### src/bilm_pkg.sv
// Package for the busy interval load meter: widths, command and status codes,
// and the struct types shared by the ring store, the divider and the top level.
// Depends on nothing.
package bilm_pkg;

  localparam int RING_DEPTH = 16;
  localparam int IDX_W      = $clog2(RING_DEPTH);
  localparam int TIME_W     = 32;
  localparam int Q_W        = 16;
  localparam int Q_FRAC     = 12;
  localparam int SAT_SHIFT  = Q_W - Q_FRAC;
  localparam int CNT_W      = $clog2(Q_W);

  localparam logic [Q_W-1:0] Q_MAX = {Q_W{1'b1}};

  localparam logic [1:0] CMD_START   = 2'd0;
  localparam logic [1:0] CMD_STOP    = 2'd1;
  localparam logic [1:0] CMD_COMPUTE = 2'd2;

  localparam logic [1:0] ST_DONE          = 2'd0;
  localparam logic [1:0] ST_START_IGNORED = 2'd1;
  localparam logic [1:0] ST_STOP_IGNORED  = 2'd2;

  typedef struct packed {
    logic [1:0]        command;
    logic [TIME_W-1:0] time_now;
  } req_t;

  typedef struct packed {
    logic [1:0]     status;
    logic [Q_W-1:0] peak_load;
  } rsp_t;

  typedef struct packed {
    logic [TIME_W-1:0] start_time;
    logic [TIME_W-1:0] stop_time;
  } ring_entry_t;

  typedef struct packed {
    logic        en;
    logic [IDX_W-1:0] addr;
    ring_entry_t data;
  } ring_wr_t;

  typedef struct packed {
    logic              start;
    logic [TIME_W-1:0] num;
    logic [TIME_W-1:0] den;
  } div_req_t;

  typedef struct packed {
    logic           done;
    logic [Q_W-1:0] quot;
  } div_rsp_t;

endpackage

### src/bilm_ring.sv
// Ring store of start/stop time pairs: one write port, one registered read port.
// Per-entry valid bits make unwritten entries read as zero after reset.
// Depends on bilm_pkg.
module bilm_ring import bilm_pkg::*; (
  input  logic             clk,
  input  logic             rst,
  input  ring_wr_t         wr,
  input  logic [IDX_W-1:0] rd_addr,
  output ring_entry_t      rd
);

  ring_entry_t           mem [RING_DEPTH];
  ring_entry_t           rd_raw;
  logic [RING_DEPTH-1:0] valid;
  logic                  rd_vld;

  always_ff @(posedge clk) begin
    if (wr.en) begin
      mem[wr.addr] <= wr.data;
    end
    rd_raw <= mem[rd_addr];
  end

  always_ff @(posedge clk) begin
    if (rst) begin
      valid  <= '0;
      rd_vld <= 1'b0;
    end else begin
      if (wr.en) begin
        valid[wr.addr] <= 1'b1;
      end
      rd_vld <= valid[rd_addr];
    end
  end

  assign rd = rd_vld ? rd_raw : '0;

endmodule

### src/bilm_div.sv
// Serial restoring divider for the Q4.12 busy ratio: num * 4096 / den, saturated.
// One quotient bit per cycle, after a saturation check step.
// Depends on bilm_pkg.
module bilm_div import bilm_pkg::*; (
  input  logic     clk,
  input  logic     rst,
  input  div_req_t req,
  output div_rsp_t rsp
);

  typedef enum logic [1:0] {D_IDLE, D_CHECK, D_STEP} dstate_t;

  dstate_t           state;
  logic [TIME_W-1:0] num;
  logic [TIME_W-1:0] den;
  logic [TIME_W-1:0] rem;
  logic [Q_W-1:0]    low;
  logic [Q_W-1:0]    quot;
  logic [CNT_W-1:0]  cnt;
  logic              done;

  logic [TIME_W:0]   trial;
  logic [TIME_W:0]   diff;
  logic              ge;
  logic              sat;

  assign trial = {rem, low[Q_W-1]};
  assign diff  = trial - {1'b0, den};
  assign ge    = trial >= {1'b0, den};
  // The quotient fits in Q_W bits only when num < den * 2^SAT_SHIFT.
  assign sat   = {{SAT_SHIFT{1'b0}}, num} >= {den, {SAT_SHIFT{1'b0}}};

  always_ff @(posedge clk) begin
    if (rst) begin
      state <= D_IDLE;
      done  <= 1'b0;
    end else begin
      done <= 1'b0;
      unique case (state)
        D_IDLE: begin
          if (req.start) begin
            num   <= req.num;
            den   <= req.den;
            state <= D_CHECK;
          end
        end
        D_CHECK: begin
          if (sat) begin
            quot  <= Q_MAX;
            done  <= 1'b1;
            state <= D_IDLE;
          end else begin
            rem   <= num >> SAT_SHIFT;
            low   <= {num[SAT_SHIFT-1:0], {Q_FRAC{1'b0}}};
            quot  <= '0;
            cnt   <= '0;
            state <= D_STEP;
          end
        end
        D_STEP: begin
          rem  <= ge ? diff[TIME_W-1:0] : trial[TIME_W-1:0];
          quot <= {quot[Q_W-2:0], ge};
          low  <= {low[Q_W-2:0], 1'b0};
          if (cnt == CNT_W'(Q_W - 1)) begin
            done  <= 1'b1;
            state <= D_IDLE;
          end else begin
            cnt <= cnt + 1'b1;
          end
        end
        default: state <= D_IDLE;
      endcase
    end
  end

  assign rsp.done = done;
  assign rsp.quot = quot;

endmodule

### src/busy_interval_load_meter_unit.sv
// Busy interval load meter: top-level sequencer, ring store and serial divider.
// Depends on bilm_pkg, bilm_ring and bilm_div.
//
// Usage:
// A request carries a command and the current microsecond time. Start latches
// the time, stop stores the open interval in a 16-entry ring, and compute walks
// the 15 adjacent entry pairs and keeps the largest busy-to-period ratio
// (unsigned Q4.12, saturated) as the peak. Every request yields exactly one
// response with a status code and the peak after that request.
// For start, stop and unused commands the sequencer goes from idle straight to
// the response state. A compute request first primes the ring read and loads
// entry 0; each following pair then takes a ring read wait, the difference
// terms and a check, and a pair that needs a division also waits in the
// divider (a saturation check, then the quotient bits unless it saturates).
// The block takes one request at a time: req_ready is high only while the
// sequencer is idle. A finished response sits in an output register, so the
// next request can be accepted while rsp_valid waits on a stalled rsp_ready;
// the following response then holds until the register frees.
// Reset clears the ring (by per-entry valid bits), the write index, the open
// interval flag, the latched start time and the peak; no clearing pass runs.
module busy_interval_load_meter_unit import bilm_pkg::*; (
  input  logic clk,
  input  logic rst,
  input  logic req_valid,
  output logic req_ready,
  input  req_t req,
  output logic rsp_valid,
  input  logic rsp_ready,
  output rsp_t rsp
);

  typedef enum logic [2:0] {
    S_IDLE, S_PRIME, S_LOAD0, S_WAIT, S_EVAL, S_CHECK, S_DIV, S_RESP
  } state_t;

  state_t            state;
  logic [IDX_W-1:0]  idx;
  logic [IDX_W-1:0]  write_index;
  logic              running;
  logic [TIME_W-1:0] pending_start;
  logic [Q_W-1:0]    peak_ratio;
  logic [TIME_W-1:0] prev_start;
  logic [TIME_W-1:0] prev_stop;
  logic [TIME_W-1:0] busy_d;
  logic [TIME_W-1:0] gap_d;
  logic [1:0]        status;

  ring_wr_t          ring_wr;
  ring_entry_t       ring_rd;
  div_req_t          div_req;
  div_rsp_t          div_rsp;

  logic              accept;
  logic              last_pair;
  logic              busy_neg;
  logic              gap_neg;
  logic              pair_div;

  assign req_ready = (state == S_IDLE);
  assign accept    = req_valid && req_ready;
  assign last_pair = (idx == IDX_W'(RING_DEPTH - 1));

  assign ring_wr.en              = accept && (req.command == CMD_STOP) && running;
  assign ring_wr.addr            = write_index;
  assign ring_wr.data.start_time = pending_start;
  assign ring_wr.data.stop_time  = req.time_now;

  bilm_ring u_ring (
    .clk     (clk),
    .rst     (rst),
    .wr      (ring_wr),
    .rd_addr (idx),
    .rd      (ring_rd)
  );

  // Differences are read as signed; the divider sees magnitudes only.
  assign busy_neg    = busy_d[TIME_W-1];
  assign gap_neg     = gap_d[TIME_W-1];
  assign pair_div    = (gap_d != '0) && (busy_d != '0) && (busy_neg == gap_neg);
  assign div_req.start = (state == S_CHECK) && pair_div;
  assign div_req.num   = busy_neg ? (~busy_d + 1'b1) : busy_d;
  assign div_req.den   = gap_neg ? (~gap_d + 1'b1) : gap_d;

  bilm_div u_div (
    .clk (clk),
    .rst (rst),
    .req (div_req),
    .rsp (div_rsp)
  );

  always_ff @(posedge clk) begin
    if (rst) begin
      state         <= S_IDLE;
      idx           <= '0;
      write_index   <= '0;
      running       <= 1'b0;
      pending_start <= '0;
      peak_ratio    <= '0;
      status        <= ST_DONE;
      rsp_valid     <= 1'b0;
    end else begin
      if (rsp_valid && rsp_ready) begin
        rsp_valid <= 1'b0;
      end
      unique case (state)
        S_IDLE: begin
          if (accept) begin
            status <= ST_DONE;
            state  <= S_RESP;
            case (req.command)
              CMD_START: begin
                if (running) begin
                  status <= ST_START_IGNORED;
                end else begin
                  pending_start <= req.time_now;
                  running       <= 1'b1;
                end
              end
              CMD_STOP: begin
                if (!running) begin
                  status <= ST_STOP_IGNORED;
                end else begin
                  running <= 1'b0;
                  if (write_index == IDX_W'(RING_DEPTH - 1)) begin
                    write_index <= '0;
                    peak_ratio  <= '0;
                  end else begin
                    write_index <= write_index + 1'b1;
                  end
                end
              end
              CMD_COMPUTE: begin
                idx   <= '0;
                state <= S_PRIME;
              end
              default: ;
            endcase
          end
        end
        S_PRIME: state <= S_LOAD0;
        S_LOAD0: begin
          prev_start <= ring_rd.start_time;
          prev_stop  <= ring_rd.stop_time;
          idx        <= IDX_W'(1);
          state      <= S_WAIT;
        end
        S_WAIT: state <= S_EVAL;
        S_EVAL: begin
          busy_d     <= prev_stop - prev_start;
          gap_d      <= ring_rd.start_time - prev_start;
          prev_start <= ring_rd.start_time;
          prev_stop  <= ring_rd.stop_time;
          state      <= S_CHECK;
        end
        S_CHECK: begin
          if (pair_div) begin
            state <= S_DIV;
          end else begin
            // A zero gap saturates unless the busy time is negative.
            if ((gap_d == '0) && !busy_neg) begin
              peak_ratio <= Q_MAX;
            end
            if (last_pair) begin
              state <= S_RESP;
            end else begin
              idx   <= idx + 1'b1;
              state <= S_WAIT;
            end
          end
        end
        S_DIV: begin
          if (div_rsp.done) begin
            if (div_rsp.quot > peak_ratio) begin
              peak_ratio <= div_rsp.quot;
            end
            if (last_pair) begin
              state <= S_RESP;
            end else begin
              idx   <= idx + 1'b1;
              state <= S_WAIT;
            end
          end
        end
        S_RESP: begin
          if (!rsp_valid || rsp_ready) begin
            rsp.status    <= status;
            rsp.peak_load <= peak_ratio;
            rsp_valid     <= 1'b1;
            state         <= S_IDLE;
          end
        end
        default: state <= S_IDLE;
      endcase
    end
  end

endmodule

### config.mk
export PLATFORM = sky130hd
export DESIGN_NAME = busy_interval_load_meter_unit
export DESIGN_NICKNAME = d
export VERILOG_FILES = /design/src/bilm_pkg.sv /design/src/bilm_ring.sv /design/src/bilm_div.sv /design/src/busy_interval_load_meter_unit.sv
export SDC_FILE = /design/constraint.sdc
export NUM_CORES = 2
export LEC_CHECK = 0
export ABC_AREA = 1
export BUFFER_PORTS_ARGS = -buffer_cell sky130_fd_sc_hd__buf_2
export CORE_MARGIN = 1
export CORE_UTILIZATION = 33
export CTS_CLUSTER_DIAMETER = 80
export DETAILED_ROUTE_END_ITERATION = 8
export SYNTH_ARGS = -nofsm -noshare
export SYNTH_HDL_FRONTEND = slang
export SYNTH_SLANG_ARGS = --single-unit
### constraint.sdc
create_clock -name clk -period 9 [get_ports clk]
set_input_delay 0 -clock clk [delete_from_list [all_inputs] [get_ports clk]]
set_output_delay 0 -clock clk [all_outputs]
set_load 0.02 [all_outputs]
# Word-level counts from Yosys, hierarchy flattened
# Memories as Yosys holds them, arrays and structs flattened. A register that Yosys moved wholly into a read port is not among the register bits.
# Index checks and enable logic that the tools add are counted.
# word_totals
reg_bits	361
ramBits	1024
inputBits	38
out_inout_bits	20
word_cells	169
n_memories	1
# memory_table
memory	words	word_bits	rd	rd_clocked_by_memory_dff	write_ports	line	text
u_ring.mem	16	64	1	1	1	bilm_ring.sv:12	ring_entry_t mem [RING_DEPTH];
# op_classes
n_addsub	8
n_lt_le_gt_ge	6
n_eq_ne	29
mux	56
bitwise	5
reduce_logical	38
# ops
op	count
2-to-1 mux 16 bit	10
subtractor 32 bit	3
adder 32 x 1 -> 32 bit (second input constant)	2
2-to-1 mux 32 bit	2
2-to-1 mux 64 bit	1
inverter 32 bit	2
case mux 16 bit (2 select lines)	2
case mux 32 bit (2 select lines)	1
nonzero test 32 bit	2
2-to-1 mux 31 bit	2
case mux 16 bit (3 select lines)	1
greater-or-equal comparator 32 x 36 -> 1 bit	1
greater-or-equal comparator 33 x 32 -> 1 bit	1
logical NOT 32 bit	1
2-to-1 mux 4 bit	8
case mux 3 bit (8 select lines)	1
2-to-1 mux 3 bit	6
> comparator 16 bit	1
inequality test 2 x 1 -> 1 bit (second input constant)	8
OR 16 bit	1
case mux 4 bit (4 select lines)	1
AND reduction 3 bit	5
adder 4 x 1 -> 4 bit (second input constant)	3
equality test 3 bit (second input constant)	4
31 further kinds	73

# Logic depth before layout (Yosys ltp)
# depth
depth_word	6
ltp_mapped	17
depth_no_buf	17

# Modules after synthesis
# A second synthesis with hierarchy kept.
# hier_totals
hier_cells	5895
area_unflattened_um2	64005.1
# modules_own_cells
mod	n_inst	cells_each	area_per_inst_um2	seq_area_each_um2
bilm_ring	1	3298	42858.6	32371.0
busy_interval_load_meter_unit	1	1578	12958.7	5645.4
bilm_div	1	1019	8187.9	3663.5

# Worst setup path after synthesis
# No wires, ideal clock.
# synth_path
path_type	register to register
startpoint	reg busy_d[0]
endpoint	reg u_div.den[0] (enable)
t_arrival_ns	5.901
path_slack_ns	2.521
path_stages_with_launch	10
path_buffers	0
path_cell_list	edfxtp_1 inv_1 ha_1 nand3_1 nor2_1 nand2_1 nor2_2 nand2_1 nand3_2 nor3b_1
# synth_via
elab_chain_cells	5
# synth_lines
item	line	text
start: declaration	busy_interval_load_meter_unit.sv:44	logic [TIME_W-1:0] busy_d;
start signal: assignment	busy_interval_load_meter_unit.sv:149	busy_d <= prev_stop - prev_start;
nonzero test 32 bit	busy_interval_load_meter_unit.sv:79	assign pair_div = (gap_d != '0) && (busy_d != '0) && (busy_neg == gap_neg);
logical AND 1 bit (2 in a row)	busy_interval_load_meter_unit.sv:79	
logical AND 1 bit	busy_interval_load_meter_unit.sv:80	assign div_req.start = (state == S_CHECK) && pair_div;
AND reduction 3 bit (no line)	--	
end signal: assignment	bilm_div.sv:43	den <= req.den;
end: declaration	bilm_div.sv:15	logic [TIME_W-1:0] den;
# No other way between the ends.
# A chain may end at the register's enable or synchronous reset.

==> reports/metrics.cfg <==
[die]
fp-row-count = 159
fp.dieW_um = 439
die_h_um = 439
io_pins = 58
dieArea_um2 = 192000
core_um2 = 189000
start_util_pct = 33.3

[sta]
setup_viol = 0
relSlewSlack_pct = 18.4
fmax_mhz = 240
tightest_slew_ns = 1.22
drv_slew = 0
post-route-min-period_ns = 4.16
rsz0062_at_grt = no
hold_violations = 0
skew_ns = 0.0829
post-route-period-util_pct = 46.2
fin_tns_setup_ns = 0

[synth]
synthTopCellsByArea = edfxtp_1 62%, o21ai_0 5.2%, nor2_1 4.9%, dfxtp_1 4.7%, nand2_1 4.6%
synthesis.nets = 5847
synthArstFlopShare_pct = 0
ys_seq_area_share_pct = 66.3
synth_top_area_cell = edfxtp_1
yosysUniqueCellTypes = 49
synthFlopType = edfxtp_1
synth.cell_area_um2 = 62900
ys_warn_count = 0
synth-edff-count = 1290
synth_area_per_cell_um2 = 11.1
netlist.area_leader.share_pct = 61.6
syn_inst = 5652
ys_ff_latch = 1437

[worst_hold_path]
hp-class = input port to flop
worstHoldEndpoint = rsp_valid
holdCritStartpoint = rsp_ready
whs_path_depth = 5

[routing]
dr.pass1.iters = 6
antenna_left = 0
topRoutingLayerUsed = met5
via_per_inst = 5.16
drt-initial-drc-count = 3880
wl_met2_um = 79600
route.met3.wl_um = 10200
drc = 0
vias = 42808
wl_per_cell_um = 20.4
totalWireLength_um = 169000
met1_length_um = 74900

[layout]
n_antenna_cell = 0
syn_to_final_growth_pct = 13.4
multi_input_area_um2 = 18400
drive_gt1_share_pct = 6.84
fin_area_um2 = 71400
fillers = 18226
mostFrequentLayoutCells = 1,290 x edfxtp_1, 806 x nor2_1, 775 x nand2_1, 650 x o21ai_0, 479 x inv_1
nets = 5874
final_common_cell = edfxtp_1
regArea_um2 = 41700

[worst_setup_path]
cp.required_ns = 9.75
reg2reg_depth = 7
critPathKind = flop to flop
ff2ff_setup_slack_ns = 4.84
critPathLaunchType = flop
rr_startpoint = idx[0]
worstPathArrival_ns = 4.91
timing.rr.end = u_ring.rd_raw[17]
cp-end-kind = flop
crit_path_max_fanout = 203

[status]
status = completed

[global_routing]
grt_pass1_vias = 41953
grt_use_total_pct = 17.3
antenna_found_initial = 3
overflow = 0
grt_max_degree = 204
grt_pass1_wl_um = 256000

[cts]
htreeDepth = 4
clk_pin_slew_ns = 0.06
cts.path.max_buffers = 3
cts_buffers = 151
ctsRootBufferMaster = clkbuf_16
ctsResizeCount = 0
insertion_delay_ns = 0.81
clock-sinks = 1437
cts_tree = yes

[pwr]
irDropWorstVdd_mv = 0.194
p_per_area_nw_per_um2 = 244
leakage_nw = 25.9

[job]
cap_violations = 0

[placement]
numPortBuffers = 57
dp.final_hpwl_um = 102000
placed_area_um2 = 65800
gp_congestion = 0.881

[where the power goes]
group          internal, mW  total [mW]  leakage (nW)  switching [mW]
combinational         0.900        3.04          10.7            2.14
sequential             7.70        7.96          12.7           0.262
clock                  3.73        6.44          2.51            2.71
total                  12.3        17.4          25.9            5.11
[area by class of cell]
| cell class | count | share of cell area, % |
|---|---|---|
| inverters | 493 | 2.62 |
| well taps | 2495 | 4.37 |
| flip-flops and latches | 1437 | 58.4 |
| multi-input cells | 3451 | 25.8 |
| clock buffers | 213 | 5.90 |
| clock inverters | 69 | 1.37 |
| repair buffers | 145 | 1.52 |
[Yosys cell counts, types with 2 or more instances]
| cell | n |
|---|---|
| a21boi_0 | 3 |
| ha_1 | 154 |
| nand3_1 | 256 |
| nand4_1 | 36 |
| nor3b_1 | 2 |
| xor2_1 | 72 |
| nor3_2 | 2 |
| nor2_1 | 825 |
| nor3_1 | 33 |
| buf_2 | 35 |
| o211ai_1 | 46 |
| or2_2 | 2 |
| inv_2 | 10 |
| nand2_4 | 3 |
| nand2_1 | 775 |
| nor4_1 | 4 |
| a21o_1 | 12 |
| xnor2_1 | 45 |
| o21ai_1 | 9 |
| nand2_2 | 3 |
| o22ai_1 | 42 |
| nor2_2 | 12 |
| a211oi_1 | 2 |
| inv_1 | 481 |
| buf_6 | 7 |
| dfxtp_1 | 147 |
| a21oi_1 | 174 |
| nand3b_1 | 15 |
| nand3_2 | 3 |
| fa_1 | 3 |
| edfxtp_1 | 1290 |
| o221ai_1 | 218 |
| clkbuf_1 | 206 |
| o21ai_0 | 650 |
| and2_1 | 5 |
| buf_1 | 21 |
| o21bai_1 | 15 |
| buf_4 | 2 |
| o31ai_1 | 3 |
| o21a_1 | 20 |
[worst max path at each step]
stage                    from           endpoint
detailed placement     idx[0]  u_ring.rd_raw[13]
global placement       idx[0]  u_ring.rd_raw[27]
floorplan           busy_d[0]       u_div.den[0]
finish                 idx[0]  u_ring.rd_raw[17]
global route           idx[0]  u_ring.rd_raw[17]
CTS                    idx[0]  u_ring.rd_raw[13]
[layer usage]
layer | GRT usage, % | vias to the layer above
met5 | 0 | -
li1 | - | 20065
met2 | 28.2 | 1406
met1 | 23.7 | 21072
met3 | 2.43 | 261
met4 | 5.64 | 4
[stage by stage]
stage | setup WS, ns | std cells | utilization (%) | hold slack, ns | power [mW]
6_report | 4.84 | 8303 | 37.8 | 0.142 | 17.4
5_1_grt | 4.65 | 8303 | 37.8 | 0.142 | 18.2
4_1_cts | 5.01 | 8303 | 37.8 | 0.0909 | 17.5
3_5_place_dp | 5.01 | 7981 | 34.9 | 0.366 | 11.1
3_3_place_gp | 5.13 | 7981 | 34.9 | 0.343 | 11.1
2_1_floorplan | 2.52 | 5652 | - | 0.0989 | 10.2
[worst max-delay path: stages, from the launching register on]
cell and delay (ns):
dfxtp_4 0.76, buf_4 0.77, buf_12 0.57, buf_4 0.85, o21ai_0 0.26, o221ai_1 0.28, nand3_1 0.10, nand2_1 0.10
[flip-flops by register name, summed over array words and instances (netlist names), 16 cells and up]
register,cells
gap_d,32
u_ring.rd_raw,64
u_div.den,32
u_ring.valid,16
peak_ratio,16
u_div.rem,32
u_ring.mem,1024
u_div.quot,16
prev_start,32
u_div.num,32
pending_start,32
prev_stop,32
busy_d,32
rsp,18
[logic make-up (layout without fill, tap and decap cells)]
logic type	count (synthesis)	after routing	share of synthesized area (%)
adder cells (fa/ha/maj)	157	157	3.16
flip-flops	1437	1437	66.3
AO/OA/AOI/OAI	1196	1196	11.3
AND/OR/NAND/NOR	1980	1980	12.9
XOR/XNOR	117	117	1.63
buffers and inverters	764	920	4.73
multiplexers	1	1	0.0159
[timing repair]
item | 4_1_cts | 5_1_grt
setup buffers | 0 | 0
hold buffers | 40 | 0
endpoints found under the hold margin | 600 | 0
(Power assumes the default switching activity.)
